### src/lcp_pkg.sv
// Shared types, constants and sensor bias table for the line centroid PID core.
// No dependencies.
package lcp_pkg;

    localparam int NUM_SENSORS     = 8;
    localparam int SENSOR_BITS_DEF = 12;
    localparam int CFG_IDX_W       = 3;
    localparam int DVD_W           = 48;
    localparam int DVS_W           = 32;

    typedef enum logic [CFG_IDX_W-1:0] {
        CFG_GAIN_P = 3'd0,
        CFG_GAIN_I = 3'd1,
        CFG_GAIN_D = 3'd2,
        CFG_TARGET = 3'd3,
        CFG_PERIOD = 3'd4,
        CFG_LIMIT  = 3'd5
    } t_cfg_idx;

    typedef enum logic [3:0] {
        ST_IDLE,
        ST_MERGE,
        ST_CENT,
        ST_CWAIT,
        ST_ERR,
        ST_INT_MUL,
        ST_INT_ACC,
        ST_P_DT,
        ST_D_MUL,
        ST_D_ACC,
        ST_I_DT,
        ST_I_ACC,
        ST_TDIV,
        ST_TWAIT,
        ST_DONE
    } t_state;

    typedef struct packed {
        logic busy;
        logic done;
    } t_div_stat;

    function automatic logic [7:0] sensor_bias(input int idx);
        logic [7:0] b;
        b = 8'd96;
        if (idx == 0) b = 8'd146;
        if (idx == 7) b = 8'd122;
        return b;
    endfunction

endpackage

### src/lcp_lane.sv
// One sensor lane: bias removal and half-weight IIR filter state.
// Depends on lcp_pkg.
module lcp_lane import lcp_pkg::*; #(
    parameter int SENSOR_BITS = SENSOR_BITS_DEF,
    parameter int LANE        = 0
) (
    input  logic                           i_clk,
    input  logic                           i_rst_n,
    input  logic                           i_load,
    input  logic                           i_preload,
    input  logic [SENSOR_BITS-1:0]         i_raw,
    output logic signed [SENSOR_BITS+1:0]  o_level
);

    localparam int LW = SENSOR_BITS + 2;

    logic signed [LW-1:0] r_level;
    logic signed [LW-1:0] w_biased;
    logic signed [LW:0]   w_sum;
    logic signed [LW-1:0] n_level;

    assign w_biased = $signed({2'b00, i_raw}) - $signed({{(LW-8){1'b0}}, sensor_bias(LANE)});
    assign w_sum    = {w_biased[LW-1], w_biased} + {r_level[LW-1], r_level};

    always_comb begin
        n_level = r_level;
        if (i_load) begin
            n_level = i_preload ? w_biased : w_sum[LW:1];
        end
    end

    always_ff @(posedge i_clk) begin
        if (!i_rst_n) begin
            r_level <= '0;
        end else begin
            r_level <= n_level;
        end
    end

    assign o_level = r_level;

endmodule

### config.mk
export PLATFORM = sky130hd
export DESIGN_NAME = lcp_lane
export DESIGN_NICKNAME = d
export VERILOG_FILES = /design/src/lcp_pkg.sv /design/src/lcp_lane.sv
export SDC_FILE = /design/constraint.sdc
export NUM_CORES = 1
export LEC_CHECK = 0
export ABC_AREA = 1
export BUFFER_PORTS_ARGS = -buffer_cell sky130_fd_sc_hd__clkbuf_2
export CORE_MARGIN = 10
export CORE_UTILIZATION = 50
export DETAILED_ROUTE_END_ITERATION = 16
export GPL_ROUTABILITY_DRIVEN = 0
export HOLD_SLACK_MARGIN = 0.06
export PLACE_DENSITY_LB_ADDON = 0.12
export SYNTH_ARGS = -nofsm -noshare
export SYNTH_HDL_FRONTEND = slang
export SYNTH_SLANG_ARGS = --single-unit
### constraint.sdc
create_clock -name i_clk -period 3.3 [get_ports i_clk]
set_input_delay 0.66 -clock i_clk [delete_from_list [all_inputs] [get_ports i_clk]]
set_output_delay 0.66 -clock i_clk [all_outputs]
set_load 0.005 [all_outputs]
==> run_results.csv <==
group,metric,value,unit
run_status,status,"finished clean",
sta,fin_crit,2.724,ns
clocking,cts_num_sinks,14,
logic_synthesis,synthSimpleGateAreaFrac,41.61,%
job,drv_cap,0,
sta,fmax,367.1,MHz
setup_path,reg2reg_depth,14,
global_route,grt-busiest-layer,"met2",
finish,area_delta_synth_final,12.66,%
finish,nets,359,
global_route,grt_pass1_wl,7955,µm
global_route,antenna_found_initial,0,
finish,fill_cells,382,
routing,drt_iter0_drc,83,
placed_design,port_buffers,29,
finish,drive_gt1_share,16.62,%
logic_synthesis,synth_compound_area_share,16.06,%
setup_path,cpPeakStageDelay,0.34,ns
worst_hold_path,holdPathEnd,"o_level[0]",
setup_path,worstReg2RegEnd,"o_level[9]",
logic_synthesis,ys_seq_area_share,16.21,%
setup_path,crit_top_cell,"nand2_1",
setup_path,r2r_start,"o_level[0]",
clocking,cts_setup_buffers,0,
worst_hold_path,hold_start,"o_level[0]",
global_route,met1_usage,18.00,%
sta,finalSetupViolCount,0,
logic_synthesis,ys.flop_type,"dfxtp_1",
die,dieArea,0.006210,mm²
routing,wl_per_cell,12.32,µm
global_route,use_met2,26.15,%
logic_synthesis,synth_seq_cells,14,
routing,final_antenna_net_count,0,
setup_path,crit_path_end_kind,"register",
logic_synthesis,synth.top_cell.area_share,19.97,%
logic_synthesis,synth_xor_area_share,2.026,%
sta,worstMarginPinSlew,0.4751,ns
global_route,use_met3,3.153,%
global_route,grt_pass1_vias,1879,
setup_path,cp_max_fo,6,
routing,vias_per_cell,5.011,
logic_synthesis,muxShareOfSynthArea,0,%
routing,vias,1859,
finish,diodes,0,
pwr,p_leak,1.134,nW
global_route,grt_usage,15.23,%
logic_synthesis,syn_area,0.001729,mm²
clocking,cts_root_buf,"clkbuf_4",
logic_synthesis,ys_top_cells_by_area,"nand2_1 (20%), dfxtp_1 (16%), ha_1 (12%), inv_1 (9.1%), nand3_1 (8.4%)",
sta,tns,0,ns
pwr,ir_drop,0.0001655,V
pwr,pwr_density_cell,321.6,mW/mm²
logic_synthesis,synthAdderAreaFrac,12.74,%
die,floorplan.initialDensity,51.82,%
setup_path,worst_ep_required_time,3.54,ns
logic_synthesis,synth_top_family_by_area,"simple AND/OR/NAND/NOR gates",
logic_synthesis,syn_avg_cell_area,5.822,µm²
logic_synthesis,synth_nets,330,
clocking,cts_tree,"done",
logic_synthesis,synth_edf_count,0,
die,io_pins,30,
setup_path,cp.arrival,2.96,ns
worst_hold_path,hold_depth,2,
sta,relSlewSlack,68.33,%
setup_path,worstPathCellList,"clkbuf_2 -> inv_2 -> ha_1 -> inv_1 -> o21ai_1 -> nand2_1 -> nand2_1 -> nand3_1 -> and2_1 -> ha_1 -> nand2_1 -> nor2_1 -> and2_1 -> nand2_1 -> nand3_1 -> nand2_1 -> nand3_1 -> nand2_1 -> a21oi_2",
routing,drc,0,
clocking,cts_buffers,3,
placed_design,hpwl,3792,µm
routing,wl,4572,µm
logic_synthesis,yosys.area.top_type,"nand2_1",
logic_synthesis,yosysWarnings,0,
clocking,cts_max_level,1,
routing,first_pass_iters,6,
die,coreArea,0.003337,mm²
worst_hold_path,hp-class,"register to register",
setup_path,crit_path_top_delay_cell,"ha_1",
clocking,clk_pin_slew,0.10,ns
global_route,overflow,0,
setup_path,critPathKind,"input port to register",
sta,drv_slew,0,
sta,hold_violations,0,
die,chipHeight,78.81,µm
clocking,clock_path_buffers,2,
die,rows,21,
setup_path,start_kind,"input port",
sta,rsz0062_at_grt,"false",
clocking,cts_resized,0,
sta,post-route-period-util,82.55,%
die,die_x,78.81,µm
global_route,grt_start_max_net_pins,26,
finish,largest_reg_flops,14,
logic_synthesis,async_flop_share,0,%
setup_path,r2r_slack,1.42,ns
clocking,hold_buffers,0,
clocking,insertion_delay,0.29,ns
logic_synthesis,ys_types,33,
sta,worst_hold_slack,0.5169,ns
logic_synthesis,synth_cells,297,
sta,fin_worst_skew,0.002807,ns
-- critical path, delay by kind of cell --
| family | cells | cell delay [ns] |
|---|---|---|
| and+or+nand+nor | 12 | 1.19 |
| adders and majority gates | 2 | 0.54 |
| buffers and inverters | 3 | 0.27 |
| AOI/OAI and AO/OA | 2 | 0.28 |
-- Yosys cell counts (4+ instances only) --
cell type	n
inv_1	42
inv_2	5
nand4_1	4
dfxtp_1	14
a21oi_1	21
nor2_1	14
nand3_1	29
clkbuf_1	4
ha_1	16
nand2_2	5
nand2_1	92
a31oi_1	4
o21ai_0	15
-- power breakdown --
| part | total (mW) | switching, mW | internal (mW) |
|---|---|---|---|
| registers | 0.196 | 0.0125 | 0.184 |
| logic | 0.296 | 0.183 | 0.113 |
| clock network | 0.134 | 0.0669 | 0.0673 |
| total | 0.627 | 0.263 | 0.364 |
-- routing by layer --
metal / up-vias / wire length, µm
met2: 36 / 2101
met3: 9 / 219
li1: 1012 / -
met5: - / 0
met1: 802 / 2170
met4: 0 / 80
-- worst max-delay path by stage --
stage	from	end	slack (ns)	depth (start not counted)
floorplan	i_raw[1]	o_level[10]	0.66	18
global placement	i_raw[1]	o_level[10]	0.32	19
detailed placement	i_raw[1]	o_level[10]	0.28	19
CTS	i_raw[1]	o_level[10]	0.58	19
global route	i_raw[1]	o_level[10]	0.20	19
finish	i_raw[1]	o_level[10]	0.58	19
-- cell families after synthesis --
group           Yosys count
compound gates           50
xor+xnor                  4
fa+ha+maj                17
buf+inv                  52
simple gates            160
flops                    14
-- cells in the final DEF, fill, tap and decap left out, drive strengths merged --
cell type,synthesis,layout
or2,3,3
ha,16,16
nand4,4,4
dfxtp,14,14
fa,1,1
clkbuf,4,33
o21a,1,1
xor2,3,3
nand3,29,29
and2,4,4
xnor2,1,1
a31oi,4,4
a21oi,24,24
nor3,3,3
o21bai,1,1
nand2,100,100
inv,47,47
o211ai,1,1
nor2,16,16
nand3b,1,1
o21ai,19,19
-- cell type report --
| class | count | area (µm²) | share of cell area (%) |
|---|---|---|---|
| clock buffer | 4 | 36.28 | 1.863 |
| inverter | 47 | 176.4 | 9.056 |
| multi-input combinational | 231 | 1252 | 64.29 |
| sequential | 14 | 280.3 | 14.39 |
| tap | 46 | 57.56 | 2.954 |
| timing repair buffer | 29 | 145.1 | 7.450 |
-- metrics by stage --
step | area (µm²) | setup WS, ns | power, mW | utilization [%] | cells
final | 1948 | 0.5758 | 0.6266 | 58.38 | 371
after detailed placement | 1912 | 0.2807 | 0.4960 | 57.29 | 367
after global placement | 1912 | 0.3201 | 0.4934 | 57.29 | 367
after CTS | 1948 | 0.5826 | 0.6285 | 58.38 | 371
after global routing | 1948 | 0.1972 | 0.6807 | 58.38 | 371
after floorplan | 1729 | 0.6572 | 0.4151 | - | 297
Note: power is estimated with default switching activity, not from simulation.
