## config.mk

```make
export PLATFORM = sky130hd
export DESIGN_NAME = lcp_merge
export DESIGN_NICKNAME = d
export VERILOG_FILES = /design/src/lcp_pkg.sv /design/src/lcp_merge.sv
export SDC_FILE = /design/constraint.sdc
export NUM_CORES = 1
export LEC_CHECK = 0
export BUFFER_PORTS_ARGS = -buffer_cell sky130_fd_sc_hd__buf_4
export CORE_ASPECT_RATIO = 0.9
export CORE_MARGIN = 2
export CORE_UTILIZATION = 55
export DETAILED_ROUTE_END_ITERATION = 16
export PLACE_DENSITY = 0.78
export SLEW_MARGIN = 0
export SYNTH_ARGS = -nofsm -noshare
export SYNTH_HDL_FRONTEND = slang
export SYNTH_SLANG_ARGS = --single-unit
```

## constraint.sdc

```tcl
create_clock -name i_clk -period 21.3 [get_ports i_clk]
set_clock_uncertainty 0.2 [all_clocks]
set_input_delay 2.13 -clock i_clk [delete_from_list [all_inputs] [get_ports i_clk]]
set_output_delay 2.13 -clock i_clk [all_outputs]
set_load 0.02 [all_outputs]
```

## src/lcp_pkg.sv

```systemverilog
// Shared types, constants and sensor bias table for the line centroid PID core.
// No dependencies.
package lcp_pkg;

    localparam int NUM_SENSORS     = 8;
    localparam int SENSOR_BITS_DEF = 12;
    localparam int CFG_IDX_W       = 3;
    localparam int DVD_W           = 48;
    localparam int DVS_W           = 32;

    typedef enum logic [CFG_IDX_W-1:0] {
        CFG_GAIN_P = 3'd0,
        CFG_GAIN_I = 3'd1,
        CFG_GAIN_D = 3'd2,
        CFG_TARGET = 3'd3,
        CFG_PERIOD = 3'd4,
        CFG_LIMIT  = 3'd5
    } t_cfg_idx;

    typedef enum logic [3:0] {
        ST_IDLE,
        ST_MERGE,
        ST_CENT,
        ST_CWAIT,
        ST_ERR,
        ST_INT_MUL,
        ST_INT_ACC,
        ST_P_DT,
        ST_D_MUL,
        ST_D_ACC,
        ST_I_DT,
        ST_I_ACC,
        ST_TDIV,
        ST_TWAIT,
        ST_DONE
    } t_state;

    typedef struct packed {
        logic busy;
        logic done;
    } t_div_stat;

    function automatic logic [7:0] sensor_bias(input int idx);
        logic [7:0] b;
        b = 8'd96;
        if (idx == 0) b = 8'd146;
        if (idx == 7) b = 8'd122;
        return b;
    endfunction

endpackage

```

## src/lcp_merge.sv

```systemverilog
// Merging stage: registered weighted sum and plain sum over all lanes.
// Depends on lcp_pkg.
module lcp_merge import lcp_pkg::*; #(
    parameter int SENSOR_BITS = SENSOR_BITS_DEF
) (
    input  logic                          i_clk,
    input  logic signed [SENSOR_BITS+1:0] i_level [NUM_SENSORS],
    output logic signed [SENSOR_BITS+7:0] o_num,
    output logic signed [SENSOR_BITS+4:0] o_den
);

    localparam int NW = SENSOR_BITS + 8;
    localparam int DW = SENSOR_BITS + 5;

    logic signed [NW-1:0] n_num;
    logic signed [DW-1:0] n_den;
    logic signed [NW-1:0] r_num;
    logic signed [DW-1:0] r_den;

    always_comb begin
        n_num = '0;
        n_den = '0;
        for (int i = 0; i < NUM_SENSORS; i++) begin
            n_num = n_num + NW'(i_level[i]) * NW'(i);
            n_den = n_den + DW'(i_level[i]);
        end
    end

    always_ff @(posedge i_clk) begin
        r_num <= n_num;
        r_den <= n_den;
    end

    assign o_num = r_num;
    assign o_den = r_den;

endmodule

```

==> results of run 1 <==
worst max-delay path by stage:
stage	from	end	slack [ns]	depth (start not counted)
floorplan	i_level[15]	o_num[18]$_DFF_P_	12.82	29
global placement	i_level[15]	o_num[18]$_DFF_P_	12.25	30
detailed placement	i_level[15]	o_num[18]$_DFF_P_	12.12	30
CTS	i_level[15]	o_num[18]$_DFF_P_	12.42	30
global route	i_level[15]	o_num[18]$_DFF_P_	11.99	30
finish	i_level[15]	o_num[18]$_DFF_P_	12.41	30
stage by stage:
step	hold slack [ns]	utilization, %
floorplan	2.16	-
global placement	2.28	64.2
detailed placement	2.28	64.2
CTS	1.97	65.1
global route	2.00	65.1
finish	1.97	65.1
worst max-delay path: cells and delay by family:
kind,cells,cell delay [ns]
AOI/OAI and AO/OA,6,1.09
xor gates and xnor gates,1,0.17
and+or+nand+nor,5,0.81
adders and majority gates,10,4.18
buffers and inverters,8,0.49
cell usage in the layout (no fill, tap or decap), types with 15 or more instances in the layout:
cell     Yosys  final
a21o_1      15     15
inv_1      325    325
nand2_1     19     19
dfxtp_1     37     37
xnor2_1     30     30
a21oi_1     30     30
nor2_1      19     19
fa_1       226    226
buf_4        0    149
ha_1       113    113
layout make-up:
cell class | instances | area share (%)
clock inverter | 3 | 0.160
multi-input combinational | 564 | 68.1
timing repair buffer | 149 | 10.2
clock buffer | 5 | 1.15
tap | 211 | 2.42
inverter | 325 | 11.2
sequential | 37 | 6.78
metal layers:
| metal | up-vias | GRT usage [%] | part of all wire, % |
|---|---|---|---|
| li1 | 3057 | - | - |
| met2 | 192 | 43.2 | 54 |
| met3 | 26 | 3.14 | 5.9 |
| met5 | - | 0 | 0 |
| met1 | 3198 | 29.6 | 38 |
| met4 | 0 | 6.47 | 1.9 |
flip-flops by register name, indices dropped and copies added (netlist names):
signal and count:
o_den 17, o_num 20
cells by family (layout without fill, tap and decap cells):
group	count (synthesis)	in the layout	synth area share (%)
adder cells (fa/ha/maj)	339	339	63.2
multiplexers	1	1	0.107
AND/OR/NAND/NOR	80	80	4.54
flip-flops	37	37	7.89
buffers and inverters	325	482	13.0
AO/OA/AOI/OAI	103	103	7.43
XOR/XNOR	41	41	3.82
==> reports/results.ini, run 1 <==
[status]
status = completed

[logic_synthesis]
synth_warnings = 0
syn-num-nets = 1378
synth-seq-cells = 37
syn_area_um2 = 9390
synth_most_common_cell = inv_1
synthDistinctLibCells = 54
ys_seq_area_share_pct = 7.89
netlist_instances = 926
async_reset_ff_share_pct = 0
synth_largest_area_cell = fa_1
synth_top_cell_area_share_pct = 48.2
synth_edf_count = 0
yosys-top-cells-area = fa_1, ha_1, inv_1, dfxtp_1, xnor2_1
synth_common_cells = inv_1, fa_1, ha_1
avgSynthCellArea_um2 = 10.1
synthFlopType = dfxtp_1

[sta]
layout_setup_ws_ns = 12.41
period_share_pct = 41.7
fmax_ghz = 0.113
rsz0062_at_grt = no
hold_viol = 0
tightest_slew_ns = 0.556
layout_min_cycle_time_ns = 8.89
finalMaxSlewViolations = 0
setup_violations = 0
slew-limit-headroom_pct = 62.4
setup_tns_ns = 0

[cts]
clkTransAtPathRegs_ns = 0.06
root_buffer = clkbuf_16
cts_tree = done
clock_path_buffers = 2
cts_resized = 0
cts_buffers = 5
post-cts-setup-buffer-count = 0
ctsHoldBuffers = 0
clock_sinks = 37
cts-htree-levels = 2

[finish]
antenna_cells = 0
final_nets = 1534
regArea_um2 = 741
multi_input_area_um2 = 7430
fill_cells = 1352
final_cell_count_no_fill = 1294
syn2layout_area_growth_pct = 16.2
final_area_um2 = 10900
drive_gt1_share_pct = 15.1

[setup_path]
crit_fanout = 8
cp_slowest_stage_delay_ns = 0.53
criticalPathCategory = primary input to register
start_kind = primary input
cpMaxStageDelayCell = fa_1
endpoint_kind = register
required_ns = 21.28
worstPathArrival_ns = 8.86

[detailed_routing]
route.vias.total = 6473
drcViolationCount = 0
routed_via_density = 5.00
wl_per_cell_um = 15.2
dr.pass1.iters = 5
routed_wl_mm = 19.7
drtAntennaViolNets = 0
drt_iter0_markers = 246

[run]
cap_violations = 0

[placed_design]
place_inst = 1286
place_ws_ns = 12.12
dp.final_hpwl_mm = 18.3
dpl-instance-area_um2 = 10800
gp_congestion = 0.910
port_buffers = 149

[die]
core_area_um2 = 16800
die_h_um = 128
initial_core_util_pct = 56.0
ios = 150
die_w_um = 142
fp-row-count = 45
dieArea_um2 = 18100

[grt]
antenna_found_initial = 0
grtUsageTotal_pct = 23.6
grt_max_degree = 13
first_global_vias = 6833
gr-total-overflow = 0
grt_pass1_wl_mm = 32.8

[hold_path]
hp-start = i_level[98]
worstHoldPathCells = 3
hold_end = o_den[0]$_DFF_P_
hp-class = primary input to register

Power of run 1 is left out: the tool's default activity adds up to more than one toggle a clock period on the data nets, which glitch-free logic cannot reach.
==> run 2, diff against run 1 <==
--- a/config.mk
+++ b/config.mk
@@ -8,9 +8,9 @@
 export BUFFER_PORTS_ARGS = -buffer_cell sky130_fd_sc_hd__buf_4
 export CORE_ASPECT_RATIO = 0.9
 export CORE_MARGIN = 2
-export CORE_UTILIZATION = 55
+export CORE_UTILIZATION = 54
 export DETAILED_ROUTE_END_ITERATION = 16
-export PLACE_DENSITY = 0.78
+export PLACE_DENSITY = 0.8
 export SLEW_MARGIN = 0
 export SYNTH_ARGS = -nofsm -noshare
 export SYNTH_HDL_FRONTEND = slang
==> constraint.sdc (replaced) <==
create_clock -name i_clk -period 7.44 [get_ports i_clk]
set_clock_uncertainty 0.2 [all_clocks]
set_input_delay 0.744 -clock i_clk [delete_from_list [all_inputs] [get_ports i_clk]]
set_output_delay 0.744 -clock i_clk [all_outputs]
set_load 0.02 [all_outputs]
==> reports/results.ini, run 2 (synthesis results as in run 1) <==
[cts]
cts_tree = done
clkTransAtPathRegs_ns = 0.06
clock_path_buffers = 2
clock_sinks = 37
ctsHoldBuffers = 0
cts-htree-levels = 2
cts_buffers = 5
root_buffer = clkbuf_16

[detailed_routing]
wl_per_cell_um = 15.1
route.vias.total = 6655
routed_via_density = 4.97
drt_iter0_markers = 230
routed_wl_mm = 20.2
dr.pass1.iters = 5
drtAntennaViolNets = 0
drcViolationCount = 0

[finish]
final_nets = 1554
antenna_cells = 0
syn2layout_area_growth_pct = 19.1
most-common-layout-cells = inv_1, fa_1, buf_4
largest_reg_flops = 20
layout.cells.most_common = inv_1
drive_gt1_share_pct = 17.8

[sta]
layout_min_cycle_time_ns = 7.20
setup_violations = 0
hold_ws_ns = 0.567
slew-limit-headroom_pct = 67.4
period_share_pct = 96.8
finalMaxSlewViolations = 0
setup_tns_ns = 0
hold_viol = 0
tightest_slew_ns = 0.482
fmax_ghz = 0.139

[die]
fp-row-count = 45
core_area_um2 = 16900
ios = 150
die_h_um = 129
die_w_um = 143
initial_core_util_pct = 55.4
dieArea_um2 = 18500

[setup_path]
worstPathArrival_ns = 7.18
path_delay_family = adder cells
critPathLaunch = i_level[16]
criticalPathCategory = primary input to register
cp_slowest_stage_delay_ns = 0.53
required_ns = 7.42
endpoint_kind = register
crit_buf_inv = 7
cpMostUsedCell = fa_1
crit_fanout = 6
cpMaxStageDelayCell = fa_1
start_kind = primary input

[placed_design]
port_buffers = 149
gp_congestion = 0.943
dp.final_hpwl_mm = 18.7

[status]
status = completed

[grt]
first_global_vias = 7241
antenna_found_initial = 0
grt_max_degree = 12
grtUsageTotal_pct = 23.5
gr-total-overflow = 0
grt_pass1_wl_mm = 33.5

[hold_path]
hp-class = primary input to register
hp-start = i_level[98]

[run]
cap_violations = 0

run 2: changes by cell type in the layout (fill, tap and decap cells not counted), moves of 2 or more:
cell and change:
a21oi_1 -2, buf_4 +20, a21oi_2 +2, o21ai_0 -2
ha_1 -4, ha_4 +4
run 2: final timing paths:
check | cells past startpoint | endpoint | slack, ns
worst max-delay path | 26 | o_num[17]$_DFF_P_ | 0.24
worst min-delay path | 3 | o_den[0]$_DFF_P_ | 0.57
run 2: metal layers:
metal  share of wire, %  global-route usage [%]  up-vias  routed length, µm
li1                   -                       -     3104                  -
met3                6.5                    4.47       39               1320
met4                3.1                    7.45        0                629
met1                 37                    27.6     3295               7470
met2                 53                    43.4      217              10800
met5                  0                       0        -                  0
run 2: layout make-up:
class | instances | area [µm²]
Clock buffer | 6 | 129
Clock inverter | 2 | 10.0
Fill cell | 1341 | 5760
Inverter | 325 | 1220
Multi-Input combinational cell | 564 | 7520
Sequential cell | 37 | 741
Tap cell | 235 | 294
Timing Repair Buffer | 169 | 1270
run 2: timing repair:
action                                  CTS  global route
buffers inserted                          0             1
endpoints found under the setup margin    0             7
gates resized for setup                   0            15
run 2: stage by stage:
stage / cell area (µm²) / utilization (%) / setup WS, ns / cells
2_1_floorplan: 9390 / - / 0.344 / 926
3_3_place_gp: 10900 / 64.6 / -0.0514 / 1329
3_5_place_dp: 10900 / 64.6 / -0.179 / 1329
4_1_cts: 11100 / 65.4 / 0.141 / 1337
5_1_grt: 11200 / 66.0 / -0.0224 / 1338
6_report: 11200 / 66.0 / 0.236 / 1338
Power of run 2 is left out for the same reason.
==> run 3, diff against run 2 <==
==> constraint.sdc (replaced) <==
create_clock -name i_clk -period 7.44 [get_ports i_clk]
set_clock_uncertainty 0.2 [all_clocks]
set_input_delay 1.116 -clock i_clk [delete_from_list [all_inputs] [get_ports i_clk]]
set_output_delay 1.116 -clock i_clk [all_outputs]
set_load 0.02 [all_outputs]
==> reports/results.ini, run 3 (synthesis results as in run 1) <==
[grt]
global_route.usage.met1_pct = 29.2
grt_use_met3_pct = 2.96
first_global_vias = 7320
antenna_found_initial = 0
grt_max_degree = 12
grtUsageTotal_pct = 24.0
top_usage_layer = met2
grt_pass1_wl_mm = 34.0
use_met2_pct = 44.8
gr-total-overflow = 0

[setup_path]
criticalPathCategory = primary input to register
start_kind = primary input
required_ns = 7.43
endpoint_kind = register
crit_fanout = 4
worstPathArrival_ns = 7.34

[status]
status = completed

[finish]
layout.cells.most_common = inv_1
drive_gt1_share_pct = 25.5
fill_cells = 1200
final_nets = 1606
antenna_cells = 0
largest_reg_flops = 20
most-common-layout-cells = inv_1, fa_1, buf_4
syn2layout_area_growth_pct = 27.3

[sta]
rsz0062_at_grt = yes
fmax_ghz = 0.136
setup_violations = 0
tightest_slew_ns = 0.557
hold_viol = 0
finalMaxSlewViolations = 0
layout_min_cycle_time_ns = 7.35
slew-limit-headroom_pct = 62.3
layout_setup_ws_ns = 0.0887
period_share_pct = 98.8

[die]
fp-row-count = 45
initial_core_util_pct = 55.4
core_area_um2 = 16900
ios = 150
die_w_um = 143
dieArea_um2 = 18500
die_h_um = 129

[detailed_routing]
drcViolationCount = 0
routed_via_density = 4.98
wl_per_cell_um = 15.7
dr.pass1.iters = 5
drt_iter0_markers = 232
route.vias.total = 6922
routed_wl_mm = 21.9
drtAntennaViolNets = 0

[hold_path]
hp-start = i_level[98]
hold_end = o_den[0]$_DFF_P_
worstHoldPathCells = 3
hp-class = primary input to register

[placed_design]
port_buffers = 149
place_ws_ns = -0.616
gp_congestion = 0.926
dp.final_hpwl_mm = 18.8

[cts]
clock_sinks = 37
clock_path_buffers = 2
root_buffer = clkbuf_16
cts_tree = done
cts_buffers = 5
cts-htree-levels = 2
clkTransAtPathRegs_ns = 0.06

[run]
cap_violations = 0

run 3: cell count changes in the layout (fill, tap and decap cells not counted), moves of 4 or more:
| cell | before | now |
|---|---|---|
| a21oi_1 | 28 | 24 |
| buf_4 | 169 | 216 |
| buf_6 | 0 | 4 |
| ha_1 | 109 | 91 |
| ha_4 | 4 | 20 |
| inv_1 | 325 | 313 |
| inv_2 | 0 | 11 |
run 3: per-layer routing:
layer  vias to the layer above  routed length [µm]
met5                         -                   0
met4                         0                 712
met3                        57                1240
met2                       211               11900
met1                      3444                8050
li1                       3210                   -
run 3: worst max-delay path by stage:
stage	from	endpoint
detailed placement	i_level[15]	o_num[18]$_DFF_P_
global placement	i_level[15]	o_num[18]$_DFF_P_
floorplan	i_level[15]	o_num[18]$_DFF_P_
CTS	i_level[15]	o_num[19]$_DFF_P_
finish	i_level[16]	o_num[19]$_DFF_P_
global route	i_level[16]	o_num[17]$_DFF_P_
run 3: critical path: stages:
cell and delay, ns:
buf_8 0.10, ha_4 0.23, ha_4 0.17, inv_2 0.05
fa_2 0.19, nand2b_4 0.14, a21oi_4 0.06, buf_6 0.12
o211ai_1 0.23, a21boi_1 0.12, buf_4 0.15, or3b_1 0.37
and3_4 0.19, fa_1 0.52, fa_1 0.56, inv_2 0.05
fa_1 0.56, fa_1 0.45, fa_1 0.54, inv_2 0.04
fa_1 0.52, inv_2 0.05, ha_4 0.25, a211o_1 0.30
o22ai_2 0.15, xnor2_1 0.08
run 3: cell type report:
type / count / area (µm²) / share of cell area, %
multi-input combinational: 564 / 7850 / 65.6
sequential: 37 / 741 / 6.19
clock buffer: 7 / 143 / 1.19
inverter: 325 / 1220 / 10.2
tap: 235 / 294 / 2.46
timing repair buffer: 221 / 1680 / 14.1
clock inverter: 1 / 30.0 / 0.251
run 3: timing repair:
item                       in CTS  in global routing
pin swaps                      13                 61
hold buffers                    0                  0
gates cloned                    0                  0
resized for setup              19                 57
setup buffers                   3                  9
setup endpoints to repair       6                  8
run 3: metrics by stage:
step           TNS [ns]  hold slack [ns]  cells  cell area [µm²]  utilization [%]
2_1_floorplan         0             1.15    926             9390                -
3_3_place_gp      -2.21             1.24   1371            11300             66.5
3_5_place_dp      -3.81             1.25   1371            11300             66.5
4_1_cts               0            0.935   1382            11600             68.2
5_1_grt          -0.287            0.965   1390            12000             70.6
6_report              0            0.941   1390            12000             70.6
Power of run 3 is left out for the same reason.
